[config.mk]
export PLATFORM = sky130hd
export DESIGN_NAME = gps_inertial_position_integrator
export DESIGN_NICKNAME = d
export VERILOG_FILES = /design/src/sv/gipi_pkg.sv /design/src/sv/gps_inertial_position_integrator.sv
export VERILOG_INCLUDE_DIRS = /design/src /design/src/sv
export SDC_FILE = /design/constraint.sdc
export NUM_CORES = 2
export LEC_CHECK = 0
export ABC_AREA = 1
export BUFFER_PORTS_ARGS = -buffer_cell sky130_fd_sc_hd__buf_4
export CAP_MARGIN = 15
export CORE_MARGIN = 5
export CORE_UTILIZATION = 55
export CTS_CLUSTER_DIAMETER = 60
export CTS_CLUSTER_SIZE = 25
export DETAILED_ROUTE_END_ITERATION = 8
export PLACE_DENSITY = 0.83
export SETUP_SLACK_MARGIN = 0.4
export SYNTH_ARGS = -nofsm -noshare
export SYNTH_HDL_FRONTEND = slang
export SYNTH_SLANG_ARGS = --single-unit
[constraint.sdc]
create_clock -name clk -period 13.79 [get_ports clk]
set_input_delay 1.379 -clock clk [delete_from_list [all_inputs] [get_ports clk]]
set_output_delay 1.379 -clock clk [all_outputs]
set_load 0.05 [all_outputs]
[src/sv/gps_inertial_position_integrator_assert.svh]
// ---------------------------------------------------------------------------
// Assertion macros for the position integrator
// Clocked concurrent checks, disabled while reset is asserted.
// ---------------------------------------------------------------------------
`ifndef GPS_INERTIAL_POSITION_INTEGRATOR_ASSERT_SVH
`define GPS_INERTIAL_POSITION_INTEGRATOR_ASSERT_SVH

// Consequent must hold in the cycle after the antecedent.
`define GIPI_ASSERT_NEXT(label, ante, cons, msg) \
    label: assert property (@(posedge clk) disable iff (!rst_n) (ante) |=> (cons)) \
        else $error(msg);

// Consequent must hold in the same cycle as the antecedent.
`define GIPI_ASSERT_NOW(label, ante, cons, msg) \
    label: assert property (@(posedge clk) disable iff (!rst_n) (ante) |-> (cons)) \
        else $error(msg);

`endif

[src/sv/gipi_pkg.sv]
// ---------------------------------------------------------------------------
// gipi_pkg
// Constants and types of the GPS-aided inertial position integrator.
// ---------------------------------------------------------------------------
package gipi_pkg;

    localparam int CORR_SHIFT  = 8;
    localparam int AXES        = 3;
    localparam int AXIS_SLOTS  = 3;
    localparam int AXIS_W      = 2;

    localparam int CFG_ADDR_W  = 3;
    localparam int CFG_DATA_W  = 16;
    localparam int IN_DATA_W   = 152;
    localparam int OUT_DATA_W  = 192;

    localparam logic signed [15:0] ACCEL_GAIN_RST  = 16'sd0;
    localparam logic signed [15:0] VP_GAIN_RST     = 16'sd0;
    localparam logic signed [15:0] FILTER_GAIN_RST = 16'sd16777;
    localparam logic        [15:0] TAU_INV_RST     = 16'd26214;
    localparam logic        [14:0] DR_PERIOD_RST   = 15'd110;
    localparam logic        [15:0] COUNTDOWN_RST   = 16'd110;

    typedef enum logic [CFG_ADDR_W-1:0] {
        CFG_ACCEL_GAIN  = 3'd0,
        CFG_VP_GAIN     = 3'd1,
        CFG_FILTER_GAIN = 3'd2,
        CFG_TAU_INV     = 3'd3,
        CFG_DR_PERIOD   = 3'd4
    } cfg_idx_t;

    typedef enum logic [2:0] {
        OP_ACC_VEL = 3'd0,
        OP_VEL_POS = 3'd1,
        OP_FG_VEL  = 3'd2,
        OP_FG_POS  = 3'd3,
        OP_TAU     = 3'd4
    } op_t;

endpackage

[src/sv/gps_inertial_position_integrator.sv]
// A disabled tick goes from ST_IDLE straight to ST_DONE. An enabled tick works through the axes;
// each product takes an ST_MUL and an ST_ACC state: OP_ACC_VEL and OP_VEL_POS, and with
// correction also OP_FG_VEL, OP_FG_POS and OP_TAU, plus an ST_CAPT state per axis on a GPS
// capture; ST_DONE then hands the result over to the output register. One tick is worked on
// at a time through the single shared 17x17 multiplier; the next tick is taken once the result
// sits in the output register. Reset (rst_n, asynchronous, active low) restores gains and a countdown of 110.
// ---------------------------------------------------------------------------
// gps_inertial_position_integrator
// Dead-reckoning velocity and position integrators with GPS error correction.
// ---------------------------------------------------------------------------
`include "gps_inertial_position_integrator_assert.svh"

module gps_inertial_position_integrator
    import gipi_pkg::*;
(
    input  logic                  clk,
    input  logic                  rst_n,
    // Configuration write port.
    input  logic                  cfg_we,
    input  logic [CFG_ADDR_W-1:0] cfg_addr,
    input  logic [CFG_DATA_W-1:0] cfg_wdata,
    // Tick input stream.
    input  logic                  s_tvalid,
    output logic                  s_tready,
    // s_tdata, lowest bit up: enable, accel_x, accel_y, accel_z, gps_request,
    // gps_valid, gps_pos_x, gps_pos_y, gps_pos_z, gps_vel_x, gps_vel_y, gps_vel_z, zero fill.
    input  logic [IN_DATA_W-1:0]  s_tdata,
    // Result stream.
    output logic                  m_tvalid,
    input  logic                  m_tready,
    // m_tdata, lowest bit up: vel_out_x, vel_out_y, vel_out_z, pos_out_x, pos_out_y, pos_out_z.
    output logic [OUT_DATA_W-1:0] m_tdata
);

    // The sequencer walks the axes in turn. For each axis every product goes through
    // the one multiplier in an ST_MUL cycle and is folded into the integrators or the
    // velocity estimate in the following ST_ACC cycle. A GPS capture adds an ST_CAPT state
    // at the end of each axis, after that axis has been fully integrated and corrected.
    typedef enum logic [2:0] {
        ST_IDLE,
        ST_MUL,
        ST_ACC,
        ST_CAPT,
        ST_DONE
    } state_t;

    state_t state_reg;
    op_t    op_reg;
    logic [AXIS_W-1:0] axis_reg;
    logic   corr_reg;
    logic   capture_go_reg;

    // Configuration registers.
    logic signed [15:0] accel_gain_reg;
    logic signed [15:0] vp_gain_reg;
    logic signed [15:0] filter_gain_reg;
    logic        [15:0] tau_inv_reg;
    logic        [14:0] dr_period_reg;

    // Filter state.
    logic [31:0] vel_int_reg [AXIS_SLOTS];
    logic [31:0] pos_int_reg [AXIS_SLOTS];
    logic [31:0] vel_est_reg [AXIS_SLOTS];
    logic [15:0] pos_err_reg [AXIS_SLOTS];
    logic [15:0] vel_err_reg [AXIS_SLOTS];
    logic [15:0] countdown_reg;
    logic        pending_reg;

    // Captured payload of the tick being worked on.
    logic signed [15:0] accel_reg   [AXIS_SLOTS];
    logic        [15:0] gps_pos_reg [AXIS_SLOTS];
    logic        [15:0] gps_vel_reg [AXIS_SLOTS];

    logic signed [33:0] prod_reg;
    logic               m_tvalid_reg;
    logic [OUT_DATA_W-1:0] m_tdata_reg;

    // Fields of the incoming transfer.
    logic        in_enable;
    logic        in_request;
    logic        in_valid;
    logic        pending_next;
    logic [15:0] in_accel [AXIS_SLOTS];
    logic [15:0] in_pos   [AXIS_SLOTS];
    logic [15:0] in_vel   [AXIS_SLOTS];

    assign in_enable  = s_tdata[0];
    assign in_request = s_tdata[49];
    assign in_valid   = s_tdata[50];
    assign pending_next = pending_reg | in_request;

    always_comb
    begin
        for (int a = 0; a < AXIS_SLOTS; a++)
        begin
            in_accel[a] = s_tdata[1 + 16*a +: 16];
            in_pos[a]   = s_tdata[51 + 16*a +: 16];
            in_vel[a]   = s_tdata[99 + 16*a +: 16];
        end
    end

    // Shared multiplier. Both operands are widened to 17 bits so that the unsigned
    // tau_inv gain and the signed gains go through the same signed product.
    logic signed [16:0] mul_a;
    logic signed [16:0] mul_b;
    logic signed [33:0] mul_p;

    always_comb
    begin
        unique case (op_reg)
            OP_ACC_VEL:
            begin
                mul_a = 17'(accel_gain_reg);
                mul_b = 17'(accel_reg[axis_reg]);
            end
            OP_VEL_POS:
            begin
                mul_a = 17'(vp_gain_reg);
                mul_b = 17'(signed'(vel_int_reg[axis_reg][31:16]));
            end
            OP_FG_VEL:
            begin
                mul_a = 17'(filter_gain_reg);
                mul_b = 17'(signed'(vel_err_reg[axis_reg]));
            end
            OP_FG_POS:
            begin
                mul_a = 17'(filter_gain_reg);
                mul_b = 17'(signed'(pos_err_reg[axis_reg]));
            end
            OP_TAU:
            begin
                mul_a = signed'({1'b0, tau_inv_reg});
                mul_b = 17'(signed'(pos_err_reg[axis_reg]));
            end
            default:
            begin
                mul_a = '0;
                mul_b = '0;
            end
        endcase
    end

    assign mul_p = mul_a * mul_b;

    // Products of two signed 16-bit values fit in 32 bits, so the arithmetic shift of
    // the 34-bit product truncated to 32 bits wraps exactly as the filter requires.
    logic signed [33:0] prod_shifted;
    logic        [31:0] prod_lo;
    logic        [31:0] prod_sh;
    logic               last_axis;
    logic               handover;

    assign prod_shifted = prod_reg >>> CORR_SHIFT;
    assign prod_sh      = prod_shifted[31:0];
    assign prod_lo      = prod_reg[31:0];
    assign last_axis    = (axis_reg == AXIS_W'(AXES - 1));

    // The finished tick moves into the output register once it is free or being emptied.
    assign handover = (state_reg == ST_DONE) && (!m_tvalid_reg || m_tready);

    assign s_tready = (state_reg == ST_IDLE);
    assign m_tvalid = m_tvalid_reg;
    assign m_tdata  = m_tdata_reg;

    always_ff @(posedge clk or negedge rst_n)
    begin
        if (!rst_n)
        begin
            state_reg       <= ST_IDLE;
            op_reg          <= OP_ACC_VEL;
            axis_reg        <= '0;
            corr_reg        <= 1'b0;
            capture_go_reg  <= 1'b0;
            accel_gain_reg  <= ACCEL_GAIN_RST;
            vp_gain_reg     <= VP_GAIN_RST;
            filter_gain_reg <= FILTER_GAIN_RST;
            tau_inv_reg     <= TAU_INV_RST;
            dr_period_reg   <= DR_PERIOD_RST;
            for (int a = 0; a < AXIS_SLOTS; a++)
            begin
                vel_int_reg[a] <= '0;
                pos_int_reg[a] <= '0;
                vel_est_reg[a] <= '0;
                pos_err_reg[a] <= '0;
                vel_err_reg[a] <= '0;
            end
            countdown_reg   <= COUNTDOWN_RST;
            pending_reg     <= 1'b0;
            m_tvalid_reg    <= 1'b0;
        end
        else
        begin
            if (cfg_we)
            begin
                unique case (cfg_addr)
                    CFG_ACCEL_GAIN:  accel_gain_reg  <= signed'(cfg_wdata);
                    CFG_VP_GAIN:     vp_gain_reg     <= signed'(cfg_wdata);
                    CFG_FILTER_GAIN: filter_gain_reg <= signed'(cfg_wdata);
                    CFG_TAU_INV:     tau_inv_reg     <= cfg_wdata;
                    CFG_DR_PERIOD:   dr_period_reg   <= cfg_wdata[14:0];
                    default:         ;
                endcase
            end

            if (handover)
            begin
                m_tvalid_reg <= 1'b1;
            end
            else if (m_tvalid_reg && m_tready)
            begin
                m_tvalid_reg <= 1'b0;
            end

            unique case (state_reg)
                ST_IDLE:
                begin
                    if (s_tvalid)
                    begin
                        for (int a = 0; a < AXIS_SLOTS; a++)
                        begin
                            accel_reg[a]   <= signed'(in_accel[a]);
                            gps_pos_reg[a] <= in_pos[a];
                            gps_vel_reg[a] <= in_vel[a];
                        end
                        axis_reg <= '0;
                        op_reg   <= OP_ACC_VEL;
                        if (in_enable)
                        begin
                            // The countdown is sampled before any reload, and a capture
                            // taken in this tick overrides the decrement.
                            corr_reg       <= (countdown_reg != '0);
                            capture_go_reg <= in_valid && pending_next;
                            if (in_valid && pending_next)
                            begin
                                pending_reg   <= 1'b0;
                                countdown_reg <= {1'b0, dr_period_reg};
                            end
                            else
                            begin
                                pending_reg <= pending_next;
                                if (countdown_reg != '0)
                                begin
                                    countdown_reg <= countdown_reg - 16'd1;
                                end
                            end
                            state_reg <= ST_MUL;
                        end
                        else
                        begin
                            // Disabled: the integrators clear, a request still arms the capture, everything else holds.
                            pending_reg <= pending_next;
                            for (int a = 0; a < AXIS_SLOTS; a++)
                            begin
                                vel_int_reg[a] <= '0;
                                pos_int_reg[a] <= '0;
                            end
                            state_reg <= ST_DONE;
                        end
                    end
                end

                ST_MUL:
                begin
                    prod_reg  <= mul_p;
                    state_reg <= ST_ACC;
                end

                ST_ACC:
                begin
                    unique case (op_reg)
                        OP_ACC_VEL:
                        begin
                            vel_int_reg[axis_reg] <= vel_int_reg[axis_reg] + prod_lo;
                            op_reg    <= OP_VEL_POS;
                            state_reg <= ST_MUL;
                        end
                        OP_VEL_POS:
                        begin
                            pos_int_reg[axis_reg] <= pos_int_reg[axis_reg] + prod_sh;
                            if (corr_reg)
                            begin
                                op_reg    <= OP_FG_VEL;
                                state_reg <= ST_MUL;
                            end
                            else
                            begin
                                vel_est_reg[axis_reg] <= vel_int_reg[axis_reg];
                                op_reg <= OP_ACC_VEL;
                                if (capture_go_reg)
                                begin
                                    state_reg <= ST_CAPT;
                                end
                                else if (last_axis)
                                begin
                                    state_reg <= ST_DONE;
                                end
                                else
                                begin
                                    axis_reg  <= axis_reg + AXIS_W'(1);
                                    state_reg <= ST_MUL;
                                end
                            end
                        end
                        OP_FG_VEL:
                        begin
                            vel_int_reg[axis_reg] <= vel_int_reg[axis_reg] + prod_sh;
                            op_reg    <= OP_FG_POS;
                            state_reg <= ST_MUL;
                        end
                        OP_FG_POS:
                        begin
                            pos_int_reg[axis_reg] <= pos_int_reg[axis_reg] + prod_sh;
                            op_reg    <= OP_TAU;
                            state_reg <= ST_MUL;
                        end
                        OP_TAU:
                        begin
                            vel_est_reg[axis_reg] <= vel_int_reg[axis_reg] + prod_lo;
                            op_reg <= OP_ACC_VEL;
                            if (capture_go_reg)
                            begin
                                state_reg <= ST_CAPT;
                            end
                            else if (last_axis)
                            begin
                                state_reg <= ST_DONE;
                            end
                            else
                            begin
                                axis_reg  <= axis_reg + AXIS_W'(1);
                                state_reg <= ST_MUL;
                            end
                        end
                        default:
                        begin
                            state_reg <= ST_DONE;
                        end
                    endcase
                end

                ST_CAPT:
                begin
                    // New errors are the GPS figures minus the high words, wrapping.
                    pos_err_reg[axis_reg] <= gps_pos_reg[axis_reg]
                                             - pos_int_reg[axis_reg][31:16];
                    vel_err_reg[axis_reg] <= gps_vel_reg[axis_reg]
                                             - vel_int_reg[axis_reg][31:16];
                    if (last_axis)
                    begin
                        state_reg <= ST_DONE;
                    end
                    else
                    begin
                        axis_reg  <= axis_reg + AXIS_W'(1);
                        state_reg <= ST_MUL;
                    end
                end

                ST_DONE:
                begin
                    // Hand over once the output register is free or being emptied.
                    if (handover)
                    begin
                        for (int a = 0; a < AXIS_SLOTS; a++)
                        begin
                            m_tdata_reg[32*a +: 32]      <= vel_est_reg[a];
                            m_tdata_reg[96 + 32*a +: 32] <= pos_int_reg[a];
                        end
                        state_reg <= ST_IDLE;
                    end
                end

                default:
                begin
                    state_reg <= ST_IDLE;
                end
            endcase
        end
    end

    `GIPI_ASSERT_NEXT(a_busy_after_accept, s_tvalid && s_tready, !s_tready,
        "input accepted while a tick was still in progress")
    `GIPI_ASSERT_NOW(a_capture_only_when_armed, state_reg == ST_CAPT, capture_go_reg,
        "error capture entered without a pending valid GPS fix")
    `GIPI_ASSERT_NOW(a_correction_ops_armed,
        (state_reg == ST_ACC) && (op_reg == OP_FG_VEL || op_reg == OP_FG_POS || op_reg == OP_TAU),
        corr_reg, "correction product applied while the countdown had expired")
    `GIPI_ASSERT_NOW(a_axis_in_range, state_reg != ST_IDLE, axis_reg < AXIS_W'(AXES),
        "axis counter beyond the configured number of axes")

endmodule

==> results.py <==
metrics = {
    "run_status": {
        "status": "completed",
    },
    "sta": {
        "worst_slew_pin_slew_ns": 1.27,
        "fin_crit_ns": 9.53,
        "slew_headroom": 0.149,
        "fin_skew_ns": 0.0343,
        "post-route-period-util": 0.691,
        "fin_tns_setup_ns": 0,
        "finalWorstSetupSlack_ns": 4.26,
        "finalHoldViolations": 0,
        "slew_violations": 0,
        "max_freq_mhz": 105,
        "setup_violations": 0,
        "rsz0062_at_grt": "no",
    },
    "floorplan": {
        "die_x_um": 325,
        "fp-row-count": 115,
        "core_area_um2": 98400,
        "initial_core_util": 0.554,
        "io_pins": 370,
        "dieArea_um2": 106000,
        "dieHeight_um": 325,
    },
    "flow_run": {
        "cap_violations": 0,
    },
    "final_layout": {
        "postLayoutCellArea_um2": 60800,
        "n_fill_cell": 8185,
        "final_common_cell": "nand2_1",
        "fin_nets": 7305,
        "multi_input_area_um2": 27100,
        "largest_reg_flops": 192,
        "areaGrowthSynthToFinish_pct": 11.5,
        "mostFrequentLayoutCells": "1727 x nand2_1, 758 x inv_1, 533 x nor2_1",
        "seqCellArea_um2": 23400,
        "final_util": 0.618,
        "layout-drive-gt1-share": 0.0988,
        "insertedDiodeCount": 0,
    },
    "worst_setup_path": {
        "r2r_end": "prod_reg[33]",
        "cp.arrival_ns": 9.95,
        "r2r_setup_slack_ns": 4.26,
        "rr_startpoint": "axis_reg[1]",
        "crit_type": "flip-flop to flip-flop",
        "cp-end-kind": "flip-flop",
        "start_kind": "flip-flop",
        "crit_fanout": 48,
        "worstRegToRegCells": 26,
        "crit_required_ns": 14.21,
        "setup.worst_path.start": "axis_reg[1]",
    },
    "placement": {
        "hpwlAfterDp_um": 129000,
        "pre_cts_ws_ns": 4.46,
        "dpl_cell_area_um2": 58300,
        "io_buffers": 364,
        "finalWeightedCongestion": 1.03,
    },
    "detailed_routing": {
        "drc": 0,
        "routedWlPerCell_um": 21.7,
        "vias_per_cell": 5.89,
        "first_pass_iters": 6,
        "ant_nets": 0,
        "wl_um": 172000,
        "vias": 46900,
        "drtIter0Drc": 6005,
    },
    "yosys": {
        "async_reset_ff_frac": 0.570,
        "netlist_instances": 6360,
        "ys_types": 63,
        "synth_enable_flop_cells": 370,
        "synth_area_um2": 54500,
        "yosysTopAreaCellShare": 0.215,
        "yosys.area.top_type": "dfrtp_1",
        "syn_nets": 7049,
        "syn_area_per_cell_um2": 8.58,
        "ys.flop_type": "dfrtp_1",
        "synth-seq-cells": 861,
        "ys_warn_count": 0,
        "synth.area.top_cells": "dfrtp_1 21%, edfxtp_1 20%, nand2_1 12%, fa_1 11%, inv_1 5.2%",
        "ys_seq_area_frac": 0.430,
    },
    "worst_hold_path": {
        "holdPathEnd": "m_tdata[104]",
        "hp-class": "flip-flop to flip-flop",
        "min-delay-start": "pos_int_reg[72]",
        "hold_depth": 0,
    },
    "clock_network": {
        "clk_latency_ns": 0.68,
        "clock_tree.root_cell": "clkbuf_16",
        "ctsLongestPathBuffers": 3,
        "cts_resized": 0,
        "cts_setup_buffers": 0,
        "path_clk_slew_ns": 0.10,
        "htreeDepth": 3,
        "cts_inserted_buffers": 67,
        "cts_tree": "done",
        "cts.sinks": 861,
        "hold_buffers": 0,
    },
    "global_route": {
        "grt_pass1_vias": 45500,
        "grt_max_degree": 118,
        "grt_use_total": 0.320,
        "grt_overflow": 0,
        "grt_pass1_wl_um": 265000,
        "antenna_found_initial": 2,
    },
}
-- worst max path at each step --
stage                         endpoint  cells past startpoint
final                     prod_reg[33]                     26
after global routing      prod_reg[25]                     26
after global placement    prod_reg[33]                     29
after floorplan             m_tdata[0]                      2
after detailed placement  prod_reg[25]                     26
after CTS                 prod_reg[33]                     26
-- stage by stage --
step	instances	hold WS [ns]
global route	7958	0.454
finish	7958	0.432
global placement	7831	0.432
CTS	7955	0.436
floorplan	6360	0.425
detailed placement	7831	0.432
-- synthesized netlist by cell type (all sizes together), types with 47 or more instances --
master     n
a21oi    372
a22oi     48
buf      131
clkbuf   100
dfrtp    468
edfxtp   370
fa       302
ha       211
inv      794
nand2   1731
nand3    453
nand4     61
nor2     556
nor3      47
o21ai    302
o22ai     48
xor2      53
-- critical path: stages (launching register included) --
cell      delay (ns)
dfrtp_4         0.82
inv_6           0.21
nand2_4         0.37
clkinv_2        0.82
a221o_1         0.81
inv_1           0.25
o21ai_0         0.10
nor2_1          0.63
inv_2           0.32
nand2_1         0.15
fa_1            0.41
inv_1           0.25
fa_1            0.58
fa_1            0.53
inv_1           0.05
fa_1            0.48
inv_1           0.06
fa_1            0.52
fa_1            0.43
ha_1            0.40
a21oi_1         0.25
nor3_1          0.09
nor2_1          0.10
o211ai_1        0.14
a21oi_1         0.14
nand2_1         0.13
xnor2_1         0.15
-- metal layers --
| layer | track usage | vias up | share of wire |
|---|---|---|---|
| li1 | - | 21200 | - |
| met5 | 0 | - | 0 |
| met3 | 0.0675 | 520 | 0.10 |
| met1 | 0.418 | 22500 | 0.38 |
| met4 | 0.155 | 0 | 0.057 |
| met2 | 0.513 | 2685 | 0.46 |
-- area by class of cell --
type / instances / area share
Multi-Input combinational cell: 4470 / 0.446
Sequential cell: 861 / 0.385
Timing Repair Buffer: 418 / 0.0522
Inverter: 798 / 0.0495
Clock buffer: 75 / 0.0284
Tap cell: 1287 / 0.0265
Clock inverter: 49 / 0.0121
-- logic make-up (layout without fill, tap and decap cells) --
group,after synthesis,in the layout,synth area share
simple gates,2916,2916,0.220
fa+ha+maj,513,513,0.159
flops,861,861,0.430
mux,3,3,0.000574
compound gates,941,941,0.0998
buf+inv,1029,1340,0.0751
xor+xnor,97,97,0.0156
Power is not shown: default switching activity piles up to over one toggle a cycle in this logic, so the estimate is an artifact.
